## config.mk

```make
export PLATFORM = sky130hd
export DESIGN_NAME = lat_scan
export DESIGN_NICKNAME = d
export VERILOG_FILES = /design/src/rtl/lat_pkg.sv /design/src/rtl/lat_scan.sv
export SDC_FILE = /design/constraint.sdc
export NUM_CORES = 1
export LEC_CHECK = 0
export BUFFER_PORTS_ARGS = -buffer_cell sky130_fd_sc_hd__buf_2
export CAP_MARGIN = 20
export CORE_ASPECT_RATIO = 0.6
export CORE_MARGIN = 2
export CORE_UTILIZATION = 43
export DETAILED_ROUTE_END_ITERATION = 8
export PLACE_DENSITY = 0.79
export SYNTH_ARGS = -nofsm -noshare
export SYNTH_HDL_FRONTEND = slang
export SYNTH_SLANG_ARGS = --single-unit
```

## constraint.sdc

```tcl
create_clock -name clk -period 2.6 [get_ports clk]
set_input_delay 0.65 -clock clk [delete_from_list [all_inputs] [get_ports clk]]
set_output_delay 0.65 -clock clk [all_outputs]
set_load 0.02 [all_outputs]
```

## src/rtl/lat_pkg.sv

```systemverilog
// Shared types and constants for the live allocation tracker.
package lat_pkg;

    localparam int ADDR_W = 64;
    localparam int SIZE_W = 48;
    localparam int SUM_W  = 64;

    // Operation codes carried in the func field.
    typedef logic [1:0] lat_func_t;
    localparam lat_func_t FUNC_ALLOC = 2'd0;
    localparam lat_func_t FUNC_FREE  = 2'd1;
    localparam lat_func_t FUNC_CLEAR = 2'd2;

    // One table entry as stored in the RAM.
    typedef struct packed {
        logic              valid;
        logic [ADDR_W-1:0] address;
        logic [SIZE_W-1:0] size;
    } lat_entry_t;

    // Status flags reported by the table scanner.
    typedef struct packed {
        logic done;
        logic hit;
        logic free_ok;
    } lat_scan_flags_t;

    // Sequencer states, one-hot.
    typedef enum logic [4:0] {
        ST_CLEAR  = 5'b00001,
        ST_IDLE   = 5'b00010,
        ST_SCAN   = 5'b00100,
        ST_UPDATE = 5'b01000,
        ST_OUT    = 5'b10000
    } lat_state_t;

endpackage

```

## src/rtl/lat_scan.sv

```systemverilog
// Table scanner: walks the entry RAM one slot per cycle through a single comparator.
module lat_scan #(
    parameter int DEPTH = 64
) (
    input  logic                        clk,
    input  logic                        rst_n,
    input  logic                        start,
    input  logic [lat_pkg::ADDR_W-1:0]  key,
    output logic                        rd_en,
    output logic [$clog2(DEPTH)-1:0]    rd_addr,
    input  lat_pkg::lat_entry_t         rd_data,
    output lat_pkg::lat_scan_flags_t    flags,
    output logic [$clog2(DEPTH)-1:0]    hit_idx,
    output logic [lat_pkg::SIZE_W-1:0]  hit_size,
    output logic [$clog2(DEPTH)-1:0]    free_idx
);
    import lat_pkg::*;

    localparam int IW = $clog2(DEPTH);
    localparam logic [IW-1:0] LAST = IW'(DEPTH - 1);

    logic              issuing_reg;
    logic              pend_reg;
    logic [IW-1:0]     scan_idx_reg;
    logic [IW-1:0]     cmp_idx_reg;
    logic              free_ok_reg;
    logic [IW-1:0]     free_idx_reg;
    logic              hit_reg;
    logic [IW-1:0]     hit_idx_reg;
    logic [SIZE_W-1:0] hit_size_reg;
    logic              done_reg;

    logic match;
    logic empty;
    logic last_cmp;

    // The one shared comparator: the entry read last cycle against the key.
    assign match    = pend_reg && rd_data.valid && (rd_data.address == key);
    assign empty    = pend_reg && !rd_data.valid;
    assign last_cmp = pend_reg && (cmp_idx_reg == LAST);

    assign rd_en    = issuing_reg;
    assign rd_addr  = scan_idx_reg;

    assign flags.done    = done_reg;
    assign flags.hit     = hit_reg;
    assign flags.free_ok = free_ok_reg;
    assign hit_idx  = hit_idx_reg;
    assign hit_size = hit_size_reg;
    assign free_idx = free_idx_reg;

    always_ff @(posedge clk or negedge rst_n)
    begin
        if (!rst_n)
        begin
            issuing_reg  <= 1'b0;
            pend_reg     <= 1'b0;
            scan_idx_reg <= '0;
            cmp_idx_reg  <= '0;
            free_ok_reg  <= 1'b0;
            free_idx_reg <= '0;
            hit_reg      <= 1'b0;
            hit_idx_reg  <= '0;
            hit_size_reg <= '0;
            done_reg     <= 1'b0;
        end
        else
        begin
            done_reg <= 1'b0;
            if (start)
            begin
                issuing_reg  <= 1'b1;
                pend_reg     <= 1'b0;
                scan_idx_reg <= '0;
                free_ok_reg  <= 1'b0;
                hit_reg      <= 1'b0;
            end
            else
            begin
                pend_reg <= issuing_reg;
                if (issuing_reg)
                begin
                    cmp_idx_reg <= scan_idx_reg;
                    if (scan_idx_reg == LAST)
                    begin
                        issuing_reg <= 1'b0;
                    end
                    else
                    begin
                        scan_idx_reg <= scan_idx_reg + 1'b1;
                    end
                end
                if (match)
                begin
                    // Addresses are unique in the table, so the first hit ends the walk.
                    hit_reg      <= 1'b1;
                    hit_idx_reg  <= cmp_idx_reg;
                    hit_size_reg <= rd_data.size;
                    issuing_reg  <= 1'b0;
                    pend_reg     <= 1'b0;
                    done_reg     <= 1'b1;
                end
                else
                begin
                    if (empty && !free_ok_reg)
                    begin
                        free_ok_reg  <= 1'b1;
                        free_idx_reg <= cmp_idx_reg;
                    end
                    if (last_cmp)
                    begin
                        done_reg <= 1'b1;
                    end
                end
            end
        end
    end

endmodule

```

==> results.yml <==
placed_design:
  gp_congestion: 0.873
  detailedPlacementHpwl_um: 9250
  placed_cells: 670
  portBuffers: 249
  place_area_um2: 5230
route:
  wirelength_um: 11400
  drtAntennaViolNets: 0
  dr.pass1.iters: 5
  routed_via_density: 5.00
  vias: 3439
  drtIter0Drc: 205
  drc: 0
  detail_route.wl_per_cell_um: 16.6
setup_path:
  timing.rr.start: "pend_reg"
  ff2ff_path_depth: 6
  crit_path_start_kind: "primary input"
  crit_fanout: 27
  ff2ff_setup_slack_ns: 0.65
  path_class: "in -> reg"
  arrival_ns: 2.73
  critPathLaunch: "rd_data[109]"
  end_kind: "flop"
  r2r-end: "hit_size[26]"
  required_ns: 2.81
  crit_end: "hit_size[26]"
floorplan:
  die_height_um: 77.1
  coreArea_um2: 8590
  die_area_um2: 9700
  initial_utilization_pct: 44.6
  die_w_um: 126
  ios: 250
  rows: 26
pwr:
  ir_drop_mv: 0.460
  powerDensity_nw_per_um2: 530
  p_total_mw: 2.97
  p_leak_nw: 3.07
final_layout:
  largest_reg_flops: 48
  syn_to_final_growth_pct: 46.3
  fin_cells: 688
  final_cell_area_um2: 5600
  seqCellArea_um2: 1930
  diodes: 0
  num-fill-cells: 716
  multiInputGateArea_um2: 1790
  drive_gt1_share_pct: 57.8
  nNetsFinal: 752
sta:
  clock_skew_ns: 0.00446
  report.final.slew_viol_count: 0
  min_period_ns: 2.52
  rsz0062_at_grt: "no"
  slew_headroom_pct: 64.9
  setup_tns_ns: 0
  final-setup-viol-count: 0
  fin_crit_sh_pct: 97.1
  hold_viol_final: 0
  max_freq_ghz: 0.396
  tightest_slew_ns: 0.527
synthesis:
  ys_types: 29
  syn_nets: 489
  syn_area_per_cell_um2: 12.4
  ys_ff_latch: 77
  synthAdderAreaFrac_pct: 0.327
  synth_top_family_by_area: "multiplexers"
  syn_inst: 308
  synth_area_um2: 3830
  synth-simple-area-share_pct: 11.3
  yosysWarnings: 0
  seq_area_frac_synth_pct: 50.3
  synth-compound-area-share_pct: 2.84
  synth_xor_area_share_pct: 12.6
  synth_mux_area_share_pct: 19.4
grt:
  grt_pass1_wl_um: 18100
  grt_max_degree: 55
  grt.overflow.total: 0
  antenna_found_initial: 0
  grt_pass1_vias: 3580
  track_usage_pct: 23.4
clock_network:
  clock-sinks: 77
  cts_max_level: 3
  cts_root_buffer: "clkbuf_16"
  clkTransAtPathRegs_ns: 0.06
  clock_path_buffers: 2
  clk_latency_ns: 0.32
  cts_tree: "done"
  cts_buffers: 9
  postCtsHoldBufs: 0
status:
  status: "complete, no violations"
run:
  cap_violations: 0
hold_path:
  min_path_type: "in -> async"
critical path: stages:
cell,delay (ns)
buf_2,0.10
nor2b_1,0.12
a2111o_1,0.37
nor4_1,0.30
nand4_1,0.23
nor3_4,0.31
clkbuf_16,0.27
mux2_2,0.36
cells in the mapped netlist, drive strengths merged:
| cell | instances | share of area, % |
|---|---|---|
| nor3 | 3 | 0.69 |
| o22ai | 3 | 0.49 |
| nor2 | 7 | 0.69 |
| o21a | 3 | 0.59 |
| buf | 8 | 2.1 |
| nor4 | 7 | 1.1 |
| dfrtp | 77 | 50 |
| nor4b | 1 | 0.39 |
| clkbuf | 1 | 0.098 |
| o2111ai | 1 | 0.23 |
| or3 | 1 | 0.16 |
| a21oi | 3 | 0.39 |
| a2111o | 1 | 0.29 |
| nand3 | 6 | 0.78 |
| nand2b | 12 | 2.0 |
| xor2 | 6 | 1.4 |
| nand4 | 26 | 4.2 |
| a21o | 1 | 0.20 |
| ha | 1 | 0.33 |
| o21ai | 3 | 0.39 |
| nand2 | 8 | 0.78 |
| mux2 | 66 | 19 |
| xnor2 | 49 | 11 |
| inv | 10 | 0.98 |
| a221o | 1 | 0.26 |
| nor2b | 3 | 0.49 |
timing repair:
action / 4_1_cts / 5_1_grt
setup endpoints to repair: 0 / 54
gates resized for setup: 0 / 3
setup buffers: 0 / 1
where the power goes:
part | switching [mW] | internal (mW) | leakage [nW]
combinational | 0.194 | 0.211 | 1.84
clock | 0.450 | 0.874 | 0.161
sequential | 0.0212 | 1.22 | 1.06
worst min path at each step:
stage	endpoint	cells past startpoint
4_1_cts	hit_size[12]	1
3_5_place_dp	hit_size[44]	1
6_report	hit_size[13]	1
3_3_place_gp	hit_size[37]	1
5_1_grt	hit_size[13]	1
2_1_floorplan	cmp_idx_reg[0]	0
stage by stage:
step           hold WS (ns)  worst slack, ns  util, %
6_report              0.309           0.0765     65.2
5_1_grt               0.343           0.0101     65.2
4_1_cts               0.318            0.101     64.8
3_3_place_gp          0.461           -0.140     60.9
3_5_place_dp          0.472           -0.241     60.9
2_1_floorplan         0.354           0.0214        -
per-layer routing:
metal / vias to the layer above / GRT usage (%) / wire [um]
li1: 1627 / - / -
met2: 110 / 38.0 / 5500
met4: 0 / 5.93 / 185
met5: - / 0 / 0
met3: 25 / 6.84 / 656
met1: 1677 / 31.0 / 5080
cell families (layout without fill, tap and decap cells):
| logic type | count (synthesis) | in the layout |
|---|---|---|
| muxes | 66 | 66 |
| xor gates and xnor gates | 55 | 55 |
| buffers and inverters | 19 | 287 |
| DFF | 77 | 77 |
| and+or+nand+nor | 74 | 74 |
| adders and majority gates | 1 | 1 |
| AOI/OAI and AO/OA | 16 | 16 |
cell usage in the layout (no fill, tap or decap), types with 2 or more instances in the layout:
| cell | count |
|---|---|
| nor3_1 | 2 |
| buf_4 | 10 |
| nand4_1 | 26 |
| inv_1 | 10 |
| clkbuf_16 | 10 |
| a21oi_1 | 3 |
| nor4_1 | 6 |
| nor2_1 | 7 |
| xor2_1 | 6 |
| dfrtp_1 | 77 |
| nand2b_1 | 12 |
| nor2b_1 | 3 |
| mux2_2 | 53 |
| o21ai_0 | 3 |
| xnor2_1 | 49 |
| buf_2 | 248 |
| nand3_1 | 6 |
| nand2_1 | 8 |
| o22ai_1 | 3 |
| o21a_1 | 3 |
| clkbuf_8 | 5 |
| mux2_1 | 13 |
cell type report:
cell class,instances,share of cell area (%)
Multi-Input combinational cell,212,31.9
Clock inverter,2,0.670
Timing Repair Buffer,261,24.6
Sequential cell,77,34.4
Tap cell,112,2.50
Clock buffer,14,5.25
Inverter,10,0.670
No activity file was read; power rests on OpenSTA's default activity.
