[src/rtl/lat_ram.sv]
// Generic single-write, single-read RAM with registered read data.
module lat_ram #(
    parameter int WIDTH = 8,
    parameter int DEPTH = 64
) (
    input  logic                     clk,
    input  logic                     we,
    input  logic [$clog2(DEPTH)-1:0] waddr,
    input  logic [WIDTH-1:0]         wdata,
    input  logic                     re,
    input  logic [$clog2(DEPTH)-1:0] raddr,
    output logic [WIDTH-1:0]         rdata
);

    logic [WIDTH-1:0] mem [DEPTH];

    always_ff @(posedge clk)
    begin
        if (we)
        begin
            mem[waddr] <= wdata;
        end
        if (re)
        begin
            rdata <= mem[raddr];
        end
    end

endmodule

[config.mk]
export PLATFORM = sky130hd
export DESIGN_NAME = lat_ram
export DESIGN_NICKNAME = d
export VERILOG_FILES = /design/src/rtl/lat_ram.sv
export SDC_FILE = /design/constraint.sdc
export NUM_CORES = 1
export LEC_CHECK = 0
export BUFFER_PORTS_ARGS = -buffer_cell sky130_fd_sc_hd__buf_2
export CAP_MARGIN = 20
export CORE_UTILIZATION = 35
export DETAILED_ROUTE_END_ITERATION = 10
export PLACE_DENSITY = 0.5
export REMOVE_ABC_BUFFERS = 1
export SYNTH_ARGS = -nofsm -noshare
export SYNTH_HDL_FRONTEND = slang
export SYNTH_SLANG_ARGS = --single-unit
[constraint.sdc]
create_clock -name clk -period 4.31 [get_ports clk]
set_clock_uncertainty 0.05 [all_clocks]
set_input_delay 0.6465 -clock clk [delete_from_list [all_inputs] [get_ports clk]]
set_output_delay 0.6465 -clock clk [all_outputs]
set_load 0.02 [all_outputs]
==> results_tabular.tex, run 1 <==
\begin{tabular}{lr}
\hline
Metric & Value \\
\hline
\multicolumn{2}{l}{\textbf{GRT}} \\
Largest net degree at the start of global routing & 65 \\
Global-route congestion overflow total & 0 \\
Initial antenna violation count & 0 \\
Total routing resource utilization after global routing & 16.69\% \\
Vias in the first global route & slightly below 10000 \\
Wire length of the first global-routing pass & 70.43 mm \\
\multicolumn{2}{l}{\textbf{Layout}} \\
Layout Nets & 1025 \\
Non-filler cells in the finished layout & 1800 \\
Area Overhead vs Synth & 13.45\% \\
Fraction of final layout cells with drive strength greater than 1 & about a quarter \\
Most frequent cells in the layout & edfxtp\_1, mux4\_2, nor2\_1, clkbuf\_16, buf\_2 \\
Most common library cell in the layout ignoring fill and taps & edfxtp\_1 \\
Final cell area excluding filler cells & 22970 sq um \\
\multicolumn{2}{l}{\textbf{CTS}} \\
H-tree depth & 2 \\
Post-cts gate resize count & 0 \\
Maximum number of buffers from clock root to sink & 3 \\
TritonCTS clock tree & built \\
Clock buffers created by TritonCTS & 53 \\
Hold buffer count at cts & 0 \\
Number of setup buffers added after CTS & 0 \\
Root buffer selected by CTS & clkbuf\_16 \\
Source-to-sink clock delay at the later pin of the worst-skew pair & 0.59 ns \\
Clock Pin Slew Worst Setup and Hold Paths & about 0.060 ns \\
Clock sink total & 520 \\
\multicolumn{2}{l}{\textbf{Power and ir drop}} \\
Portion of total power attributed to the clock network & 41.9\% \\
Leakage power summed over all cells & 7.048 nW \\
Combinational power share & 5.1\% \\
Switching share of power & 21.29\% \\
Switching power of the nets & 0.002260 W \\
Pwr Density & 462.1 nW/um\^{}2 \\
Cell-internal power & 0.008354 W \\
Max VDD drop & 281.3 uV \\
Register share of total power & 53.0\% \\
\multicolumn{2}{l}{\textbf{Drt}} \\
Routed wire length & 48.65 mm \\
Via-per-instance ratio & between 5 and 6 \\
Drt pass-1 iters & 5 \\
DRC errors left & 0 \\
Iter 0 DRT Violations & 821 \\
Routed vias & 9546 \\
Antenna-violating nets left & 0 \\
Routed length per placed instance & between 20 and 30 um \\
\multicolumn{2}{l}{\textbf{Timing}} \\
Unrepaired setup endpoints after global routing & false \\
Portion of the clock cycle consumed by the worst path in the final layout & 65.20\% \\
Setup Viol. Count Final & 0 \\
Time the worst path needs with I/O delays and setup & 2.810 ns \\
Top achievable clock speed & 0.3559 GHz \\
Number of endpoints with negative hold slack in the final report & 0 \\
Actual transition at the worst max-transition pin & 1.041 ns \\
Max Transition Viols Final & 0 \\
Remaining max-slew budget at the tightest pin & 30.36\% \\
Post-route worst hold slack & 0.2412 ns \\
Setup TNS & 0 ns \\
\multicolumn{2}{l}{\textbf{Job}} \\
Max capacitance violation total & 0 \\
\multicolumn{2}{l}{\textbf{Die}} \\
Die H & roughly 240 um \\
Effective utilization at floorplan & 35.63\% \\
Area of the die & 58810 sq um \\
Number of top-level design ports & 31 \\
Total number of placement rows & 87 \\
Horizontal die dimension & 242.5 um \\
Core area & 56820 sq um \\
\multicolumn{2}{l}{\textbf{Run status}} \\
Outcome & finished clean \\
\multicolumn{2}{l}{\textbf{Synth}} \\
Number of synthesized register bits & 520 \\
Sequential cell area fraction in the yosys report & between 70\% and 80\% \\
Post-synth ARST share & 0\% \\
Number of enable flip-flop cells after synthesis & 520 \\
Number of distinct library cells after synthesis & 39 \\
Yosys synthesis warning count & 0 \\
Synthesized instance count & 940 \\
Most common flop cell mapped by yosys & edfxtp\_1 \\
Average size of a mapped cell & 21.54 sq um \\
Post-synth design cell area & 20250 sq um \\
\multicolumn{2}{l}{\textbf{Worst setup path}} \\
Critical path depth in cells & 6 \\
Crit-path cells & clkbuf\_8 -> mux4\_2 -> mux2\_2 -> o221a\_2 -> nor3\_1 -> o32ai\_1 \\
Startpoint types & input port \\
Largest fanout of any net on the critical path & between 50 and 60 \\
Critical path capture point type & flop \\
Type of the worst setup path & input port to flop \\
Cell with the largest stage delay on the worst path & mux4\_2 \\
Dominant delay contributor by cell family on the critical path & multiplexers \\
Longest individual stage delay on the worst path & 0.59 ns \\
Reg2reg path depth & 5 \\
Worst Path Arrival & 3.08 ns \\
Worst path bufs/invs & 1 \\
Worst Path Required & approximately 4.6 ns \\
\multicolumn{2}{l}{\textbf{Min path}} \\
Class of the tightest hold or removal check & input port to flop \\
Worst hold path depth & 1 \\
\multicolumn{2}{l}{\textbf{Place}} \\
Count of input and output buffers & 30 \\
Cell area reported after detailed placement & 21280 sq um \\
Detailed-placement wirelength estimate & around 30 mm \\
Routability congestion estimate & a little under 0.8 \\
Total instance count after detailed placement & 1701 \\
\hline
\end{tabular}
==> logic make-up after synthesis <==
group / Yosys count / synth area share, %
buffers and inverters: 51 / 1.563
DFF: 520 / 77.12
and+or+nand+nor: 153 / 3.374
AOI/OAI and AO/OA: 54 / 2.064
muxes: 162 / 15.88
==> worst paths after layout <==
path | start | end | slack [ns]
max | raddr[0] | rdata[4]$_DFFE_PP_ | 1.50
min | wdata[7] | mem[48][7]$_DFFE_PP_ | 0.24
min reg2reg | mem[35][2]$_DFFE_PP_ | rdata[2]$_DFFE_PP_ | 0.89
max reg2reg | mem[17][4]$_DFFE_PP_ | rdata[4]$_DFFE_PP_ | 2.00
==> worst register-to-register path, delay by kind of cell (launching register included) <==
family,cells,cell delay [ns]
mux,2,0.72
simple gates,1,0.46
compound gates,2,0.46
flops,1,0.37
==> cell usage after synthesis (all sizes together), types with 3 or more instances <==
master / instances / area [sq um]
o21ai: 4 / 20.02
o221ai: 8 / 70.07
a221oi: 6 / 52.55
a21oi: 3 / 15.01
clkbuf: 17 / 63.81
nor2: 83 / 311.6
o2bb2ai: 3 / 26.28
mux2i: 23 / 230.2
nor3: 7 / 35.03
a22oi: 3 / 22.52
o2111ai: 3 / 26.28
o22ai: 8 / 50.05
edfxtp: 520 / 15610
nand3b: 3 / 22.52
nand2: 19 / 71.32
nand3: 13 / 65.06
a211oi: 4 / 30.03
nand2b: 7 / 43.79
buf: 34 / 252.7
nor2b: 14 / 87.58
mux4: 126 / 2838
mux2: 13 / 146.4
==> through the flow <==
stage	power (W)	utilization (%)	setup slack (ns)
after floorplan	0.005949	-	2.113
after detailed placement	0.006278	37.46	0.8699
after CTS	0.01070	40.35	1.501
final	0.01061	40.42	1.500
after global placement	0.006270	37.42	0.8583
after global routing	0.01092	40.42	1.315
==> final cells by class <==
type	count	area, sq um
Clock inverter	31	272.8
Fill cell	5047	33850
Antenna cell	1	2.502
Multi-Input combinational cell	369	4325
Timing Repair Buffer	58	436.7
Clock buffer	65	1371
Tap cell	756	945.9
Sequential cell	520	15620
==> layer usage <==
layer | part of all wire, % | global-route usage, %
met5 | 0 | 0
met4 | 2.2 | 5.175
met3 | 5.4 | 2.858
met2 | 47 | 26.16
met1 | 45 | 23.75
==> state kept, by name, indices dropped and copies added, names as in the netlist <==
| register | cells |
|---|---|
| mem | 512 |
| rdata | 8 |
==> power groups by stage <==
stage                     clock network [W]  registers, W  logic (W)
after floorplan                           0       0.00573   0.000217
after global placement                    0       0.00573   0.000537
after detailed placement                  0       0.00573   0.000545
after CTS                           0.00453       0.00562   0.000546
after global routing                0.00472       0.00562   0.000575
final                               0.00445       0.00562   0.000538
No activity file was read; power rests on OpenSTA's default activity.
==> run 2: changes to the inputs <==
PLACE_DENSITY = 0.52   (was 0.5)
clock period = 2.5 ns   (was 4.31 ns; I/O delays follow)
==> run 2 against run 1 <==
  * Sequential power increased by 73%
  * Global-route usage increased by 0.15 points
  * Register-to-register slack worse by 1.7 ns
  * Sequential cell count did not move
  * Routed wire length is 0.19% lower
  * Cell count increased by 6.3%
  * Largest cell class unchanged
  * Largest power group unchanged
  * First-iteration DRC count grew 1.2%
==> results_tabular.tex, run 2 (synthesis results as in run 1) <==
\begin{tabular}{lr}
\hline
Metric & Value \\
\hline
\multicolumn{2}{l}{\textbf{Timing}} \\
Portion of the clock cycle consumed by the worst path in the final layout & 88.61\% \\
Setup TNS & 0 ns \\
Worst setup slack after layout & around 0.28 ns \\
Number of endpoints with negative hold slack in the final report & 0 \\
Post-route worst hold slack & 0.1151 ns \\
Top achievable clock speed & 0.4514 GHz \\
Actual transition at the worst max-transition pin & 0.6823 ns \\
Remaining max-slew budget at the tightest pin & 54.51\% \\
Time the worst path needs with I/O delays and setup & roughly 2.2 ns \\
Setup Viol. Count Final & 0 \\
Max Transition Viols Final & 0 \\
Unrepaired setup endpoints after global routing & false \\
\multicolumn{2}{l}{\textbf{Place}} \\
Worst setup timing slack at the placement stage & -0.2873 ns \\
Routability congestion estimate & 0.7915 \\
Cell area reported after detailed placement & between 20000 and 25000 sq um \\
Count of input and output buffers & 30 \\
Detailed-placement wirelength estimate & $\sim$32 mm \\
\multicolumn{2}{l}{\textbf{Worst setup path}} \\
Worst Path Required & $\sim$2.8 ns \\
Worst Path Arrival & between 2 and 2.5 ns \\
Largest fanout of any net on the critical path & 1 \\
Critical path capture point type & flop \\
Startpoint types & flop \\
Type of the worst setup path & flop to flop \\
\multicolumn{2}{l}{\textbf{CTS}} \\
TritonCTS clock tree & built \\
Clock Pin Slew Worst Setup and Hold Paths & 0.06 ns \\
Clock buffers created by TritonCTS & 54 \\
Hold buffer count at cts & 0 \\
Clock sink total & 520 \\
Number of setup buffers added after CTS & 0 \\
Source-to-sink clock delay at the later pin of the worst-skew pair & 0.59 ns \\
Maximum number of buffers from clock root to sink & 3 \\
Root buffer selected by CTS & clkbuf\_16 \\
Post-cts gate resize count & 0 \\
H-tree depth & 2 \\
\multicolumn{2}{l}{\textbf{Layout}} \\
Biggest register & mem \\
Most common library cell in the layout ignoring fill and taps & edfxtp\_1 \\
Register cell area after layout & 15620 sq um \\
Final-layout fill cell count & 4956 \\
Area used by multi-input combinational logic & 4315 sq um \\
Final cell area excluding filler cells & 23990 sq um \\
Largest registers & mem x512, rdata x8 \\
Most frequent cells in the layout & edfxtp\_1, buf\_4, mux4\_2, nor2\_1, clkbuf\_16 \\
Max reg flops & 512 \\
Fraction of final layout cells with drive strength greater than 1 & 32.96\% \\
Layout Nets & 1142 \\
Area Overhead vs Synth & 18.50\% \\
\multicolumn{2}{l}{\textbf{GRT}} \\
Vias in the first global route & 10360 \\
Largest net degree at the start of global routing & 65 \\
Wire length of the first global-routing pass & 71.61 mm \\
Initial antenna violation count & 0 \\
Global-route congestion overflow total & 0 \\
Total routing resource utilization after global routing & roughly 17\% \\
\multicolumn{2}{l}{\textbf{Drt}} \\
DRC errors left & 0 \\
Routed vias & 9911 \\
Iter 0 DRT Violations & approximately 830 \\
Antenna-violating nets left & 0 \\
Via-per-instance ratio & 5.181 \\
Routed length per placed instance & 25.38 um \\
Routed wire length & 48.56 mm \\
Drt pass-1 iters & 5 \\
\multicolumn{2}{l}{\textbf{Power and ir drop}} \\
Max VDD drop & 471.5 uV \\
Post-route total power & around 0.018 W \\
Leakage power summed over all cells & 7.702 nW \\
Pwr Density & 762.0 nW/um\^{}2 \\
\multicolumn{2}{l}{\textbf{Min path}} \\
Class of the tightest hold or removal check & input port to flop \\
\multicolumn{2}{l}{\textbf{Job}} \\
Max capacitance violation total & 0 \\
\multicolumn{2}{l}{\textbf{Die}} \\
Die H & 242.5 um \\
Effective utilization at floorplan & 35.63\% \\
Area of the die & 58810 sq um \\
Horizontal die dimension & between 200 and 250 um \\
Total number of placement rows & 87 \\
Core area & $\sim$57000 sq um \\
Number of top-level design ports & 31 \\
\multicolumn{2}{l}{\textbf{Run status}} \\
Outcome & finished clean \\
\hline
\end{tabular}
[run 2: changes by cell type in the layout (fill, tap and decap cells not counted), sizes merged]
cell,delta
buf,+116
bufinv,-1
clkbuf,+4
clkinv,-7
clkinvlp,-1
inv,+2
[run 2: report_power, final]
group          switching, W  internal, W
logic              0.000595     0.000423
clock network       0.00316      0.00441
registers         0.0000276      0.00967
[run 2: stage by stage]
stage	cells	utilization [%]
4_1_cts	1912	42.22
6_report	1913	42.22
3_5_place_dp	1819	39.33
2_1_floorplan	889	-
5_1_grt	1912	42.22
3_3_place_gp	1819	39.33
[run 2: path summary, 6_finish.rpt]
kind	from	endpoint	slack [ns]	depth (start not counted)
max	mem[15][0]$_DFFE_PP_	rdata[0]$_DFFE_PP_	0.28	5
max reg2reg	mem[15][0]$_DFFE_PP_	rdata[0]$_DFFE_PP_	0.28	5
min	re	rdata[4]$_DFFE_PP_	0.12	1
min reg2reg	mem[23][1]$_DFFE_PP_	rdata[1]$_DFFE_PP_	0.87	4
[run 2: worst max-delay path, cell delays in order, from the launching register on]
cell	delay, ns
edfxtp_1	0.36
mux4_2	0.51
mux4_2	0.48
nor2_1	0.30
nor3_1	0.11
o2bb2ai_1	0.14
[run 2: area by class of cell]
type,count,area share [%]
antenna,1,0.01043
clock buffer,69,5.956
clock inverter,24,0.8918
multi-input combinational,369,17.99
sequential,520,65.08
tap,756,3.943
timing repair buffer,174,6.128
[run 2: routing by layer]
metal	track usage [%]	share of wire [%]
met2	26.77	48
met5	0	0
met1	23.93	46
met4	5.175	2.2
met3	2.470	4.4
==> run 3: changes to the inputs <==
CORE_ASPECT_RATIO = 2   (was not set)
==> run 3 against run 2 <==
  * Cell count fell by 0.58%
  * First-iteration DRC count fell by 10%
  * Non-clock buffer count rose by 5
  * Sequential share of layout area rose by 0.48 points
  * Die area barely moved
  * Hold slack improved by 0.027 ns
  * Routed wire length rose by 5.5%
  * Largest cell class unchanged
==> results_tabular.tex, run 3 (synthesis results as in run 1) <==
\begin{tabular}{lr}
\hline
Metric & Value \\
\hline
\multicolumn{2}{l}{\textbf{CTS}} \\
Hold buffer count at cts & 0 \\
Root buffer selected by CTS & clkbuf\_16 \\
H-tree depth & 2 \\
Clock sink total & 520 \\
Clock buffers created by TritonCTS & between 40 and 50 \\
Clock Pin Slew Worst Setup and Hold Paths & 0.07 ns \\
Number of setup buffers added after CTS & 0 \\
Source-to-sink clock delay at the later pin of the worst-skew pair & 0.57 ns \\
Post-cts gate resize count & 0 \\
Maximum number of buffers from clock root to sink & 3 \\
TritonCTS clock tree & built \\
\multicolumn{2}{l}{\textbf{Worst setup path}} \\
Worst Path Arrival & 2.73 ns \\
Type of the worst setup path & flop to flop \\
Cell with the largest stage delay on the worst path & a221oi\_1 \\
Critical path capture point type & flop \\
Startpoint types & flop \\
Longest individual stage delay on the worst path & 0.68 ns \\
Worst Path Required & $\sim$2.8 ns \\
Crit-path cells & mux4\_2 -> mux2\_2 -> a221oi\_1 -> buf\_4 -> o2bb2ai\_1 \\
Largest fanout of any net on the critical path & 1 \\
\multicolumn{2}{l}{\textbf{Power and ir drop}} \\
Switching power of the nets & between 0.003 and 0.004 W \\
Switching share of power & 20.94\% \\
Pwr Density & 744.5 nW/um\^{}2 \\
Combinational power share & around 5.9\% \\
Leakage power summed over all cells & 7.626 nW \\
Portion of total power attributed to the clock network & just under 40\% \\
Post-route total power & 0.01773 W \\
Cell-internal power & 0.01402 W \\
Max VDD drop & roughly 560 uV \\
Register share of total power & a little over half \\
\multicolumn{2}{l}{\textbf{Run status}} \\
Outcome & finished clean \\
\multicolumn{2}{l}{\textbf{Place}} \\
Total instance count after detailed placement & 1824 \\
Count of input and output buffers & 30 \\
Worst setup timing slack at the placement stage & -0.3285 ns \\
Detailed-placement wirelength estimate & 35.77 mm \\
Routability congestion estimate & 0.8251 \\
\multicolumn{2}{l}{\textbf{Drt}} \\
Routed wire length & 51.22 mm \\
Routed length per placed instance & 26.93 um \\
Routed vias & approximately 9800 \\
DRC errors left & 0 \\
Antenna-violating nets left & 0 \\
Via-per-instance ratio & 5.165 \\
Iter 0 DRT Violations & 746 \\
Drt pass-1 iters & 5 \\
\multicolumn{2}{l}{\textbf{Timing}} \\
Post-route worst hold slack & around 0.14 ns \\
Setup Viol. Count Final & 0 \\
Worst setup slack after layout & about 0.040 ns \\
Max Transition Viols Final & 0 \\
Time the worst path needs with I/O delays and setup & 2.460 ns \\
Remaining max-slew budget at the tightest pin & approximately half \\
Number of endpoints with negative hold slack in the final report & 0 \\
Portion of the clock cycle consumed by the worst path in the final layout & just under 100\% \\
Unrepaired setup endpoints after global routing & false \\
Top achievable clock speed & 0.4066 GHz \\
Actual transition at the worst max-transition pin & 0.7707 ns \\
\multicolumn{2}{l}{\textbf{Layout}} \\
Final core utilization & 41.71\% \\
Biggest register & mem \\
Area Overhead vs Synth & 17.63\% \\
Layout Nets & 1137 \\
Max reg flops & 512 \\
Antenna diode count & 0 \\
Area used by multi-input combinational logic & 4317 sq um \\
Fraction of final layout cells with drive strength greater than 1 & 33.07\% \\
Register cell area after layout & roughly 16000 sq um \\
Non-filler cells in the finished layout & approximately 1900 \\
Final-layout fill cell count & 5114 \\
Largest registers & mem x512, rdata x8 \\
Most frequent cells in the layout & edfxtp\_1, buf\_4, mux4\_2, nor2\_1, clkbuf\_16 \\
Most common library cell in the layout ignoring fill and taps & edfxtp\_1 \\
\multicolumn{2}{l}{\textbf{GRT}} \\
Vias in the first global route & 10470 \\
Initial antenna violation count & 0 \\
Largest net degree at the start of global routing & 65 \\
Global-route congestion overflow total & 0 \\
Wire length of the first global-routing pass & 74.15 mm \\
Total routing resource utilization after global routing & 18.13\% \\
\multicolumn{2}{l}{\textbf{Die}} \\
Effective utilization at floorplan & 35.46\% \\
Horizontal die dimension & roughly 170 um \\
Number of top-level design ports & 31 \\
Area of the die & 58870 sq um \\
Core area & 57090 sq um \\
Total number of placement rows & 124 \\
Die H & around 340 um \\
\multicolumn{2}{l}{\textbf{Min path}} \\
Class of the tightest hold or removal check & input port to flop \\
\multicolumn{2}{l}{\textbf{Job}} \\
Max capacitance violation total & 0 \\
\hline
\end{tabular}
==> run 3: changes by cell type in the layout (fill, tap and decap cells not counted), moves of 2 or more <==
cell,change
clkinv_1,-4
clkinv_2,+3
clkbuf_16,-10
buf_4,+4
clkbuf_1,-4
bufinv_16,+2
inv_6,-2
==> run 3: critical path: cells and delay by family, from the launching register on <==
| kind | cells | cell delay, ns |
|---|---|---|
| muxes | 2 | 0.80 |
| DFF | 1 | 0.36 |
| buffers and inverters | 1 | 0.25 |
| AOI/OAI and AO/OA | 2 | 0.75 |
==> run 3: stage by stage <==
stage	setup TNS (ns)	cell area, sq um
global route	0	23820
global placement	-2.046	22380
finish	0	23820
floorplan	0	19930
detailed placement	-1.211	22390
CTS	0	23820
==> run 3: path summary, 6_finish.rpt <==
check	from	endpoint	slack (ns)	depth (start not counted)
setup reg to reg	mem[47][1]$_DFFE_PP_	rdata[1]$_DFFE_PP_	0.04	5
hold / removal	re	rdata[2]$_DFFE_PP_	0.14	1
hold reg to reg	mem[26][4]$_DFFE_PP_	rdata[4]$_DFFE_PP_	0.94	3
setup / recovery	mem[47][1]$_DFFE_PP_	rdata[1]$_DFFE_PP_	0.04	5
==> run 3: area by class of cell <==
class,instances,share of cell area [%]
Sequential cell,520,65.56
Multi-Input combinational cell,369,18.12
Timing Repair Buffer,179,6.341
Tap cell,756,3.972
Clock inverter,23,1.114
Clock buffer,55,4.886
==> run 3: metal layers <==
metal	wire, um	up-vias	global-route usage [%]
li1	-	4259	-
met1	17820	5223	19.62
met2	29100	246	34.24
met3	1838	96	2.137
met4	2457	0	8.739
met5	0	-	0
==> run 3: power by group through the flow <==
stage | Clock [W] | Combinational [W] | Sequential [W]
after detailed placement | 0 | 0.00107 | 0.00988
after floorplan | 0 | 0.000374 | 0.00988
after CTS | 0.00715 | 0.00108 | 0.00968
after global routing | 0.00741 | 0.00111 | 0.00968
final | 0.00700 | 0.00105 | 0.00968
after global placement | 0 | 0.00106 | 0.00987
